`src/smd_pkg.sv`:
```
// ----------------------------------------------------------------------------
// SHA-1 digest package
// Constants, payload types and round helpers shared by the digest core.
// ----------------------------------------------------------------------------
package smd_pkg;

   localparam int unsigned QueueDepth = 4;
   localparam logic [31:0] PadWord    = 32'h8000_0000;

   typedef logic [31:0] word_type;

   typedef struct packed {
      logic [31:0] data_word;
      logic [2:0]  valid_bytes;
      logic        last_word;
   } req_type;

   typedef struct packed {
      logic [31:0] digest_h0;
      logic [31:0] digest_h1;
      logic [31:0] digest_h2;
      logic [31:0] digest_h3;
      logic [31:0] digest_h4;
   } rsp_type;

   // one word for the back end: data, and whether it closes a block / a message
   typedef struct packed {
      logic [31:0] word;
      logic        block_end;
      logic        msg_end;
   } cmd_type;

   localparam word_type Iv [5] = '{32'h6745_2301, 32'hEFCD_AB89, 32'h98BA_DCFE,
                                   32'h1032_5476, 32'hC3D2_E1F0};

   function automatic word_type round_const(input logic [6:0] t);
      word_type k;
      if (t < 7'd20)      k = 32'h5A82_7999;
      else if (t < 7'd40) k = 32'h6ED9_EBA1;
      else if (t < 7'd60) k = 32'h8F1B_BCDC;
      else                k = 32'hCA62_C1D6;
      return k;
   endfunction

   function automatic word_type round_fn(input logic [6:0] t, input word_type b,
                                         input word_type c, input word_type d);
      word_type f;
      if (t < 7'd20)      f = d ^ (b & (c ^ d));
      else if (t < 7'd40) f = b ^ c ^ d;
      else if (t < 7'd60) f = (b & c) | (d & (b | c));
      else                f = b ^ c ^ d;
      return f;
   endfunction

endpackage

```
`src/smd_queue.sv`:
```
// ----------------------------------------------------------------------------
// Command queue
// Short FIFO between the front and back ends.
// ----------------------------------------------------------------------------
module smd_queue
   import smd_pkg::*;
#(
   parameter int unsigned Depth = QueueDepth
)(
   input  logic    clock,
   input  logic    reset,
   input  logic    in_valid,
   input  cmd_type in_cmd,
   output logic    in_ready,
   output logic    out_valid,
   output cmd_type out_cmd,
   input  logic    out_ready
);
   localparam int unsigned Aw = (Depth > 1) ? $clog2(Depth) : 1;

   cmd_type           mem_ff [Depth];
   logic [Aw-1:0]     wr_ff, rd_ff;
   logic [Aw:0]       cnt_ff;
   logic              push, pop;

   assign in_ready  = (cnt_ff != Depth[Aw:0]);
   assign out_valid = (cnt_ff != '0);
   assign out_cmd   = mem_ff[rd_ff];
   assign push      = in_valid && in_ready;
   assign pop       = out_valid && out_ready;

   always_ff @(posedge clock) begin
      if (push) mem_ff[wr_ff] <= in_cmd;
   end

   always_ff @(posedge clock) begin
      if (reset) begin
         wr_ff  <= '0;
         rd_ff  <= '0;
         cnt_ff <= '0;
      end else begin
         if (push) wr_ff <= (wr_ff == Aw'(Depth - 1)) ? '0 : wr_ff + 1'b1;
         if (pop)  rd_ff <= (rd_ff == Aw'(Depth - 1)) ? '0 : rd_ff + 1'b1;
         cnt_ff <= cnt_ff + (Aw+1)'(push) - (Aw+1)'(pop);
      end
   end

   a_bound: assert property (@(posedge clock) disable iff (reset)
      cnt_ff <= Depth[Aw:0]) else $error("queue count out of range");
   a_full_hold: assert property (@(posedge clock) disable iff (reset)
      !in_ready && !pop |=> !in_ready) else $error("full queue drained without pop");
   a_empty: assert property (@(posedge clock) disable iff (reset)
      !out_valid && !push |=> !out_valid) else $error("empty queue filled without push");

endmodule

```
`config.mk`:
```
export PLATFORM = sky130hd
export DESIGN_NAME = smd_queue
export DESIGN_NICKNAME = d
export VERILOG_FILES = /design/src/smd_pkg.sv /design/src/smd_queue.sv
export SDC_FILE = /design/constraint.sdc
export NUM_CORES = 1
export LEC_CHECK = 0
export ABC_AREA = 1
export BUFFER_PORTS_ARGS = -buffer_cell sky130_fd_sc_hd__buf_2
export CAP_MARGIN = 20
export CELL_PAD_IN_SITES_DETAIL_PLACEMENT = 1
export CELL_PAD_IN_SITES_GLOBAL_PLACEMENT = 1
export CORE_AREA = 2 2 147 149
export DETAILED_ROUTE_END_ITERATION = 12
export DIE_AREA = 0 0 149 151
export PLACE_DENSITY_LB_ADDON = 0.3
export SETUP_SLACK_MARGIN = 0.15
export SYNTH_ARGS = -nofsm -noshare
export SYNTH_HDL_FRONTEND = slang
export SYNTH_SLANG_ARGS = --single-unit
```
`constraint.sdc`:
```
create_clock -name clock -period 6 [get_ports clock]
set_input_delay 1.2 -clock clock [delete_from_list [all_inputs] [get_ports clock]]
set_output_delay 1.2 -clock clock [all_outputs]
set_load 0.01 [all_outputs]
```
==> summary.md <==
The run finished with clean final reports. Synthesis produced a netlist whose cell count is 397. Static timing analysis puts the maximum clock frequency at 270 MHz.

The met1 usage was 0.150. VDD sags by at most 194 uV. The floorplan has 53 rows.

The most frequent cell after synthesis is edfxtp_1. For the post-synthesis sequential area ratio, the log shows 0.742. The clock passes through at most 2 buffers. Pin placement for this block handled 74 I/O pins. The number of nets produced by synthesis is 443, and the transition time at the pin with the least slew margin is 0.721 ns.

Net total in the final layout: 519. The initial antenna violation count was 2. A synthesized cell averages 14.5 sq um. The cell depth of the worst min-delay path came out at 2. Summed over all layers, the global routing overflow is 0.

In this run the worst hold path is classified as reg2reg. The global routing usage on met3 was 0.0398; the ratio of routed vias to standard cells was 4.50. The logs give 7730 microns for the sum of net half-perimeters after detailed placement and 3778 for the number of global-route vias before repair. Type of element launching the critical path: a register. Post-synthesis cell type count: 22.

Most congested layer reported by global routing: met2. The tools report the number of instances resized during post-cts repair as 0. In this run the critical register-to-register path is captured at cnt_ff[2]$_SDFF_PP0_. STA puts the critical path data required time at 4.80 ns. Once the clock tree was built, the setup fixing pass inserted 0 buffers.

The count of pins over their slew limit was 0; the power density relative to cell area was 461 nW/um^2. Measured along the y axis, the die boundary spans 151 microns. The number of hold buffers added after CTS was 0. The tools report the relative slew slack as 0.519.

For this run, design rule violations remaining after detail routing come to 0. The max capacitance violation total came out at 0. The detailed-route via count is 3431. In this run the static leakage power is 2.45 nW.

The part of the cycle the worst path needs came out at 0.618. The worst register-to-register path begins at cnt_ff[1]$_SDFF_PP0_. The logs give 0.124 for the overall fraction of global-route tracks in use and 2.29 ns for the final worst-path setup slack. Measured along the x axis, the die boundary spans 149 microns. Clock-pin slew was measured on the worst setup and hold paths at 0.06 ns. For the worst flop-to-flop path, the logic depth is 10. Setup repair after global routing left no endpoint under its margin. STA classifies the critical path endpoint as a primary output. The first routing iteration left 153 violations. The fraction of synthesized cell area taken by the top area cell type came out at 0.711. The first global-routing pass estimated 20700 microns of wire. In the post-synthesis netlist, the biggest area contributors are edfxtp_1 71%, o21ai_0 5.6%, o22ai_2 4.4%. The fraction of final layout cells with drive strength greater than 1 came out at 0.317. The routed design has 13100 microns of wire. TritonCTS built the clock tree. The global-route track usage on met2 was 0.210. Summing all non-filler instances in the final layout gives an area of 6980 sq um.

TritonCTS created 17 clock buffers. Initial core utilization: 0.276. The tools report the origin of the worst min-delay path as rd_ff[1]$_SDFFE_PP0N_. Final critical path time including I/O delays and setup: 3.71 ns. On the final layout, the worst clock skew is 0.00595 ns.

The async set-or-reset flop fraction in the synthesized netlist is 0. The worst hold-check slack is 0.528 ns, and the area growth from synthesis to layout is 21.6%. The clock reaches the later pin of the worst-skew pair after 0.41 ns.

For the final design utilization, the log shows 0.335. The quantity of I/O buffers inserted on ports works out to 73. Across all register-to-register paths, the minimum setup slack is 3.67 ns. The final hold violation count is 0, and the instance area at placement is 6360 sq um. The root buffer cell chosen for the clock tree is clkbuf_16. Once detail routing completed, the nets flagged for antenna violations numbered 0.

Largest net degree at the start of global routing: 69. The critical path in this run is classified as reg2out. edfxtp_1 takes more of the synthesized area than any other cell. The maximum fanout encountered on the critical timing path was 68. Clock tree synthesis found a total of 145 sinks.

The cell area after synthesis was 5750 sq um. Data on the critical path arrives at its endpoint at 2.51 ns. For this run, the detailed router's first-pass iteration total came to 4. Counting flops with a built-in enable in the synthesized netlist gives 136. Ranked by instance count, the synthesized netlist is headed by 136 x edfxtp_1, 64 x o21ai_0, 60 x nor2_1.

The standard cell core area is 20800 sq um, and the number of warnings reported in the yosys synthesis log is 0. The final estimated routing congestion in global placement came out at 0.685. The tools report the maximum level of the CTS H-tree as 4. Before CTS, the worst setup slack after placement is 2.65 ns. The number of synthesized register bits was 145; the wire length per cell was 17.1 microns. The die covers 22500 sq um. Setup total negative slack on the finished layout was measured at 0 ns. The number of failing setup endpoints in the final timing report is 0.

Among all flip-flop cells after synthesis, the most frequent one is edfxtp_1.
## power by group
group | leakage (nW) | internal [mW] | switching, mW | total, mW
Sequential | 1.32 | 1.24 | 0.0750 | 1.32
Clock | 0.294 | 0.718 | 0.388 | 1.11
Combinational | 0.834 | 0.278 | 0.523 | 0.801
Total | 2.45 | 2.24 | 0.986 | 3.22
## flip-flops by register name, summed over array words and instances, names as in the netlist, named ones only
signal	cells
mem_ff	136
rd_ff	2
cnt_ff	3
wr_ff	2
## placed cells by master (no fill, tap or decap), drive strengths merged
master and instances:
ha 7, diode 1, clkbuf 23, edfxtp 136
o22ai 34, nand3 4, fa 1, inv 18
a21oi 4, clkinv 2, buf 78, a21boi 2
nand2 12, dfxtp 9, bufinv 4, o21ai 69
nor2 80, clkinvlp 3
## cells by family (layout without fill, tap and decap cells)
group,after synthesis,after routing,synth area share
and+or+nand+nor,96,96,0.0723
AOI/OAI and AO/OA,109,109,0.125
other,0,1,0
buffers and inverters,39,128,0.0418
DFF,145,145,0.742
adders and majority gates,8,8,0.0187
## critical path, cell delays in order, from the launching register on
cell and delay (ns):
dfxtp_2 0.66, buf_4 0.51, inv_6 0.32, o21ai_0 0.31, o22ai_2 0.10, buf_2 0.15
## how the worst max path moves through the flow
stage                                        end  slack (ns)  depth (start not counted)
after detailed placement             out_cmd[12]        2.65                          5
final                                 out_cmd[6]        2.29                          5
after global routing                  out_cmd[1]        2.02                          5
after floorplan           mem_ff[0][0]$_DFFE_PP_        2.81                          2
after global placement                out_cmd[6]        2.76                          5
after CTS                            out_cmd[12]        2.20                          5
## metrics by stage
stage | power [mW] | instances
floorplan | 1.86 | 397
global placement | 2.13 | 729
detailed placement | 2.17 | 729
CTS | 3.29 | 761
global route | 3.42 | 761
finish | 3.22 | 762
## layout make-up
| class | count | area (sq um) |
|---|---|---|
| antenna | 1 | 2.50 |
| clock buffer | 23 | 468 |
| clock inverter | 9 | 156 |
| fill | 2216 | 13800 |
| inverter | 18 | 72.6 |
| multi-input combinational | 213 | 1270 |
| sequential | 145 | 4270 |
| tap | 275 | 344 |
| timing repair buffer | 78 | 403 |
## metal layers
layer	wire, microns	share of wire	vias up
met5	15	0.0011	-
met1	5780	0.44	1742
met3	549	0.042	15
li1	-	-	1612
met4	144	0.011	2
met2	6570	0.50	60
(Power assumes the default switching activity.)
