$ cat config.mk
export PLATFORM = sky130hd
export DESIGN_NAME = smd_back_flat
export DESIGN_NICKNAME = d
export VERILOG_FILES = /design/src/smd_pkg.sv /design/src/smd_if.sv /design/src/smd_back.sv /design/src/flat_wrapper.sv
export SDC_FILE = /design/constraint.sdc
export NUM_CORES = 2
export LEC_CHECK = 0
export CAP_MARGIN = 10
export CORE_UTILIZATION = 50
export DETAILED_ROUTE_END_ITERATION = 8
export DONT_BUFFER_PORTS = 1
export HOLD_SLACK_MARGIN = 0.05
export PLACE_DENSITY = 0.72
export SYNTH_ARGS = -nofsm -noshare
export SYNTH_HDL_FRONTEND = slang
export SYNTH_SLANG_ARGS = --single-unit
$ cat constraint.sdc
create_clock -name clock -period 30.6 [get_ports clock]
set_clock_uncertainty 0.2 [all_clocks]
set_input_delay 1.53 -clock clock [delete_from_list [all_inputs] [get_ports clock]]
set_output_delay 1.53 -clock clock [all_outputs]
set_load 0.01 [all_outputs]
$ cat src/smd_pkg.sv
// ----------------------------------------------------------------------------
// SHA-1 digest package
// Constants, payload types and round helpers shared by the digest core.
// ----------------------------------------------------------------------------
package smd_pkg;

   localparam int unsigned QueueDepth = 4;
   localparam logic [31:0] PadWord    = 32'h8000_0000;

   typedef logic [31:0] word_type;

   typedef struct packed {
      logic [31:0] data_word;
      logic [2:0]  valid_bytes;
      logic        last_word;
   } req_type;

   typedef struct packed {
      logic [31:0] digest_h0;
      logic [31:0] digest_h1;
      logic [31:0] digest_h2;
      logic [31:0] digest_h3;
      logic [31:0] digest_h4;
   } rsp_type;

   // one word for the back end: data, and whether it closes a block / a message
   typedef struct packed {
      logic [31:0] word;
      logic        block_end;
      logic        msg_end;
   } cmd_type;

   localparam word_type Iv [5] = '{32'h6745_2301, 32'hEFCD_AB89, 32'h98BA_DCFE,
                                   32'h1032_5476, 32'hC3D2_E1F0};

   function automatic word_type round_const(input logic [6:0] t);
      word_type k;
      if (t < 7'd20)      k = 32'h5A82_7999;
      else if (t < 7'd40) k = 32'h6ED9_EBA1;
      else if (t < 7'd60) k = 32'h8F1B_BCDC;
      else                k = 32'hCA62_C1D6;
      return k;
   endfunction

   function automatic word_type round_fn(input logic [6:0] t, input word_type b,
                                         input word_type c, input word_type d);
      word_type f;
      if (t < 7'd20)      f = d ^ (b & (c ^ d));
      else if (t < 7'd40) f = b ^ c ^ d;
      else if (t < 7'd60) f = (b & c) | (d & (b | c));
      else                f = b ^ c ^ d;
      return f;
   endfunction

endpackage

$ cat src/smd_if.sv
// ----------------------------------------------------------------------------
// Stream interface
// Valid/ready channel carrying one payload of a given type.
// ----------------------------------------------------------------------------
interface smd_if #(parameter type payload_type = logic) ();
   logic        valid;
   logic        ready;
   payload_type payload;
   modport source (output valid, output payload, input ready);
   modport sink   (input valid, input payload, output ready);
endinterface

$ cat src/smd_back.sv
// ----------------------------------------------------------------------------
// SHA-1 back end
// Gathers block words and runs the 80-round compression, one round a cycle.
// ----------------------------------------------------------------------------
module smd_back
   import smd_pkg::*;
(
   input  logic    clock,
   input  logic    reset,
   input  logic    cmd_valid,
   input  cmd_type cmd,
   output logic    cmd_ready,
   smd_if.source   rsp
);
   localparam logic [1:0] StLoad  = 2'd0;
   localparam logic [1:0] StRound = 2'd1;
   localparam logic [1:0] StAdd   = 2'd2;
   localparam logic [1:0] StOut   = 2'd3;

   logic [1:0] state_ff, state_in;
   word_type   w_ff [16];
   word_type   h_ff [5];
   word_type   v_ff [5];
   logic [6:0] t_ff;
   logic       fin_ff;
   rsp_type    rsp_ff;
   logic       take;
   word_type   wt, tmp;

   assign cmd_ready = (state_ff == StLoad);
   assign take      = cmd_valid && cmd_ready;
   assign rsp.valid   = (state_ff == StOut);
   assign rsp.payload = rsp_ff;

   // w_ff is a shift line: w_ff[0] is the current schedule word while t < 16, W[t-16] after
   assign wt  = (t_ff < 7'd16) ? w_ff[0]
              : {w_ff[13][30:0] ^ w_ff[8][30:0] ^ w_ff[2][30:0] ^ w_ff[0][30:0],
                 w_ff[13][31] ^ w_ff[8][31] ^ w_ff[2][31] ^ w_ff[0][31]};
   assign tmp = {v_ff[0][26:0], v_ff[0][31:27]} + round_fn(t_ff, v_ff[1], v_ff[2], v_ff[3])
              + v_ff[4] + wt + round_const(t_ff);

   always_comb begin
      state_in = state_ff;
      case (state_ff)
         StLoad:  if (take && cmd.block_end) state_in = StRound;
         StRound: if (t_ff == 7'd79) state_in = StAdd;
         StAdd:   state_in = fin_ff ? StOut : StLoad;
         default: if (rsp.ready) state_in = StLoad;
      endcase
   end

   always_ff @(posedge clock) begin
      if (reset) begin
         state_ff <= StLoad;
         t_ff     <= 7'd0;
         fin_ff   <= 1'b0;
         for (int i = 0; i < 5; i++) h_ff[i] <= Iv[i];
      end else begin
         state_ff <= state_in;
         case (state_ff)
            StLoad: if (take) begin
               fin_ff <= cmd.msg_end;
               t_ff   <= 7'd0;
            end
            StRound: t_ff <= t_ff + 7'd1;
            StAdd: begin
               if (fin_ff) for (int i = 0; i < 5; i++) h_ff[i] <= Iv[i];
               else        for (int i = 0; i < 5; i++) h_ff[i] <= h_ff[i] + v_ff[i];
            end
            default: ;
         endcase
      end
   end

   always_ff @(posedge clock) begin
      if (state_ff == StLoad && take) begin
         for (int i = 0; i < 15; i++) w_ff[i] <= w_ff[i+1];
         w_ff[15] <= cmd.word;
         if (cmd.block_end) for (int i = 0; i < 5; i++) v_ff[i] <= h_ff[i];
      end else if (state_ff == StRound) begin
         for (int i = 0; i < 15; i++) w_ff[i] <= w_ff[i+1];
         w_ff[15] <= wt;
         v_ff[4] <= v_ff[3];
         v_ff[3] <= v_ff[2];
         v_ff[2] <= {v_ff[1][1:0], v_ff[1][31:2]};
         v_ff[1] <= v_ff[0];
         v_ff[0] <= tmp;
      end
      if (state_ff == StAdd) begin
         rsp_ff.digest_h0 <= h_ff[0] + v_ff[0];
         rsp_ff.digest_h1 <= h_ff[1] + v_ff[1];
         rsp_ff.digest_h2 <= h_ff[2] + v_ff[2];
         rsp_ff.digest_h3 <= h_ff[3] + v_ff[3];
         rsp_ff.digest_h4 <= h_ff[4] + v_ff[4];
      end
   end

   a_rounds: assert property (@(posedge clock) disable iff (reset)
      state_ff == StRound |-> t_ff <= 7'd79) else $error("round index overrun");
   a_out_hold: assert property (@(posedge clock) disable iff (reset)
      rsp.valid && !rsp.ready |=> rsp.valid) else $error("digest dropped");
   a_add_after: assert property (@(posedge clock) disable iff (reset)
      state_ff == StAdd |-> $past(t_ff) == 7'd79) else $error("add before round 79");

endmodule
$ cat src/flat_wrapper.sv
// flat-port wrapper written by rule: the top's interface ports become plain ports
module smd_back_flat import smd_pkg::*;
  (clock, reset, cmd_valid, cmd, cmd_ready, rsp_valid, rsp_payload, rsp_ready);
  smd_if rsp_i ();
  input  logic clock;
  input  logic reset;
  input  logic cmd_valid;
  input  cmd_type cmd;
  output logic cmd_ready;
  output wire logic [$bits(rsp_i.valid)-1:0] rsp_valid;
  output wire logic [$bits(rsp_i.payload)-1:0] rsp_payload;
  input wire logic [$bits(rsp_i.ready)-1:0] rsp_ready;
  assign rsp_valid = rsp_i.valid;
  assign rsp_payload = rsp_i.payload;
  assign rsp_i.ready = rsp_ready;
  smd_back u_core (.clock(clock), .reset(reset), .cmd_valid(cmd_valid), .cmd(cmd), .cmd_ready(cmd_ready), .rsp(rsp_i));
endmodule
==> run metrics <==
Nets=3848; number of CTS-inserted buffers=88; CTS Sinks=843; Pins Over Slew Limit=0; most frequent cells after synthesis=edfxtp_1 (833), nand2_1 (702), inv_1 (201); Routed Wire Length=99200 um; critical path class=reg2reg; Avg WL per Cell=between 20 and 25 um; synthesized area=42500 um^2; H-tree depth=3; crit-path max FO=37; cell family contributing the most delay on the critical path=simple AND/OR/NAND/NOR gates; Required @ worst endpoint=30.82 ns; Placer Congestion=0.955; cell mode on critical path=fa_1; Area growth syn-to-layout=10.3%; post-route cell area=46900 um^2; vias in the first global route=25727; Skew-Pair Late Insertion Delay=0.67 ns; clock transition at the registers of the reported paths=0.07 ns; Finished Core Util=55.9%; Async S/R FF share, synth=0%; number of synthesized flops with an enable pin=833; predominant post-synthesis flop cell=edfxtp_1; ratio of cells with drive above 1 in the final layout=under 10%; DRT antenna net count=0; PortBufs=0; first-pass GRT wire length=152000 um; Bufs and invs on worst path=4; ANT cells=0; Post-Synth XOR/XNOR Area=4.80%; initial drt markers=2397; die footprint=roughly 86000 um^2; hold buffers post-CTS=0; Peak Freq=139 MHz; compound-cell area share of the yosys netlist=10.1%; CP cell instances=and3_1, or3_1, buf_4, nand2_1, buf_4, o221a_2, fa_1, fa_1, inv_1, fa_1, inv_1, ha_1, a211oi_1, o31ai_1, o21ai_0, o21ai_0, nor4bb_1, nor4_1, o21ai_1, nand3_1, a31o_1; sequential area share after synthesis=roughly three fifths; Total Routing Usage GR=approximately 23%; HP Class=reg2reg; Synth Instances=3471; Avg Inst Size Synth=12.3 um^2; count leader, synth=edfxtp_1; die height=294 um; # IOs=just over 40; max incr delay on CP=around 0.65 ns; FF+latch count, synth=roughly 840; Worst-Margin Slew=1.07 ns; top cell type's share of synthesized area=between 50% and 60%; Row Count=106; TritonCTS clock tree=done; post-cts resize count=0; Filler Cell Count=6752; Max-slew headroom=between 20% and 30%; endpoints failing hold=0; Max Buffers Root-to-Sink=3; post-synth top area cell=edfxtp_1; CP Launch Type=register; # setup viols final=0; Overall Power=3360 uW; Syn Nets=around 3800; CTS Root Cell=clkbuf_16; DRT Pass-1 Iters=8; Core ar.=between 80000 and 90000 um^2; post-CTS setup buffers=0; synth top area cells=edfxtp_1 (59%), nand2_1 (6.2%), fa_1 (5.8%); PwrDens=71.7 nW/um^2; Initial Util=a little over 50%; total congestion overflow=0; # DRC=0; DR vias=26830; multiplexer share of the synthesized area=less than 1%; Tmin final=7.21 ns; Yosys warning count=0; largest family of logic cells by synthesized area=adder cells; Post-Synth Simple-Gate Area=10.9%; Max-cap violations=0; antenna violations before repair=2; RSZ-0062 raised after global routing=no; largest net degree at the start of global routing=209; setup_tns=0 ns; final period utilization=23.6%; WP data arrival=around 7.4 ns; status=finished clean; post-DP HPWL=a little under 70000 um; Setup crit end kind=register; placed cell areas=43900 um^2; count of different cell masters after synthesis=78; LEAKAGE=0.0178 uW; vias per cell=around 5.7; peak supply drop=0.0589 mV; Die W=a little under 300 um; Slowest-stage cell, CP=nand2_1; post-synthesis adder-cell area fraction=11.5%
==> worst reg2reg max path: stages (launching register included) <==
cell      delay, ns
dfxtp_1        0.46
and3_1         0.28
or3_1          0.15
buf_4          0.46
nand2_1        0.66
buf_4          0.45
o221a_2        0.31
fa_1           0.49
fa_1           0.50
inv_1          0.05
fa_1           0.47
inv_1          0.04
ha_1           0.36
a211oi_1       0.31
o31ai_1        0.11
o21ai_0        0.23
o21ai_0        0.22
nor4bb_1       0.55
nor4_1         0.13
o21ai_1        0.23
nand3_1        0.10
a31o_1         0.21
==> layout by cell type, fill, tap and decap left out, types with 16 or more instances in the layout <==
cell type    n
a211oi_1    26
a21o_1      78
a21oi_1    166
a31oi_1     18
and3_1      22
buf_4       25
clkbuf_16   88
clkinv_1    17
clkinv_2    18
edfxtp_1   833
fa_1       124
ha_1       193
inv_1      201
mux2i_1     32
nand2_1    700
nand2b_1    30
nand3_1     38
nor2_1     156
nor2b_1     18
nor3_1      38
o211ai_1    16
o21a_1      37
o21ai_0    157
o21ai_1     19
o21bai_1    24
o221a_2     18
o221ai_1    18
or3_1       16
xnor2_1    176
xor2_1      57
==> cell type report <==
cell class,instances,area (um^2),area share (%)
tap,1134,1420,3.03
sequential,843,25200,53.8
timing repair buffer,26,208,0.443
multi-input combinational,2333,16300,34.7
clock buffer,96,2230,4.76
clock inverter,68,812,1.73
inverter,201,754,1.61
==> sequential cells by signal (all words and copies together) (netlist names) <==
| name | cells |
|---|---|
| u_core.state_ff | 2 |
| u_core.w_ff | 512 |
| u_core.fin_ff | 1 |
| u_core.h_ff | 160 |
| u_core.rsp.payload | 1 |
| u_core.t_ff | 7 |
| u_core.v_ff | 160 |
==> stage by stage <==
stage | hold slack (ns) | cells | setup WS, ns
2_1_floorplan | 0.200 | 3471 | 16.49
3_3_place_gp | 0.201 | 4537 | 23.64
3_5_place_dp | 0.205 | 4537 | 23.53
4_1_cts | 0.195 | 4701 | 23.51
5_1_grt | 0.209 | 4701 | 23.05
6_report | 0.197 | 4701 | 23.39
==> path summary, 6_finish.rpt <==
kind | from | to | slack [ns] | cells after the start
hold / removal | u_core.w_ff[3][3] | u_core.w_ff[2][3] | 0.20 | 0
setup reg to reg | u_core.t_ff[4] | u_core.v_ff[0][30] | 23.39 | 21
hold reg to reg | u_core.w_ff[3][3] | u_core.w_ff[2][3] | 0.20 | 0
setup / recovery | u_core.t_ff[4] | u_core.v_ff[0][30] | 23.39 | 21
==> metal layers <==
metal / global-route usage (%) / vias to the layer above / routed length [um]
met5: 0 / - / 0
met4: 7.53 / 0 / 2780
met3: 4.22 / 153 / 7500
met2: 35.3 / 948 / 45000
met1: 33.3 / 13243 / 43800
li1: - / 12486 / -
==> report_power, final <==
group          leakage (uW)  internal [uW]  switching (uW)
registers           0.00793           1410            69.1
logic               0.00837            304             468
clock network       0.00148            640             474
total                0.0178           2350            1010
==> cells by family (layout without fill, tap and decap cells) <==
| group | count (synthesis) | after routing |
|---|---|---|
| multiplexers | 34 | 34 |
| XOR/XNOR | 233 | 233 |
| AO/OA/AOI/OAI | 656 | 656 |
| AND/OR/NAND/NOR | 1093 | 1093 |
| buffers and inverters | 295 | 391 |
| adder cells (fa/ha/maj) | 317 | 317 |
| flip-flops | 843 | 843 |
Note: power is estimated with default switching activity, not from simulation.
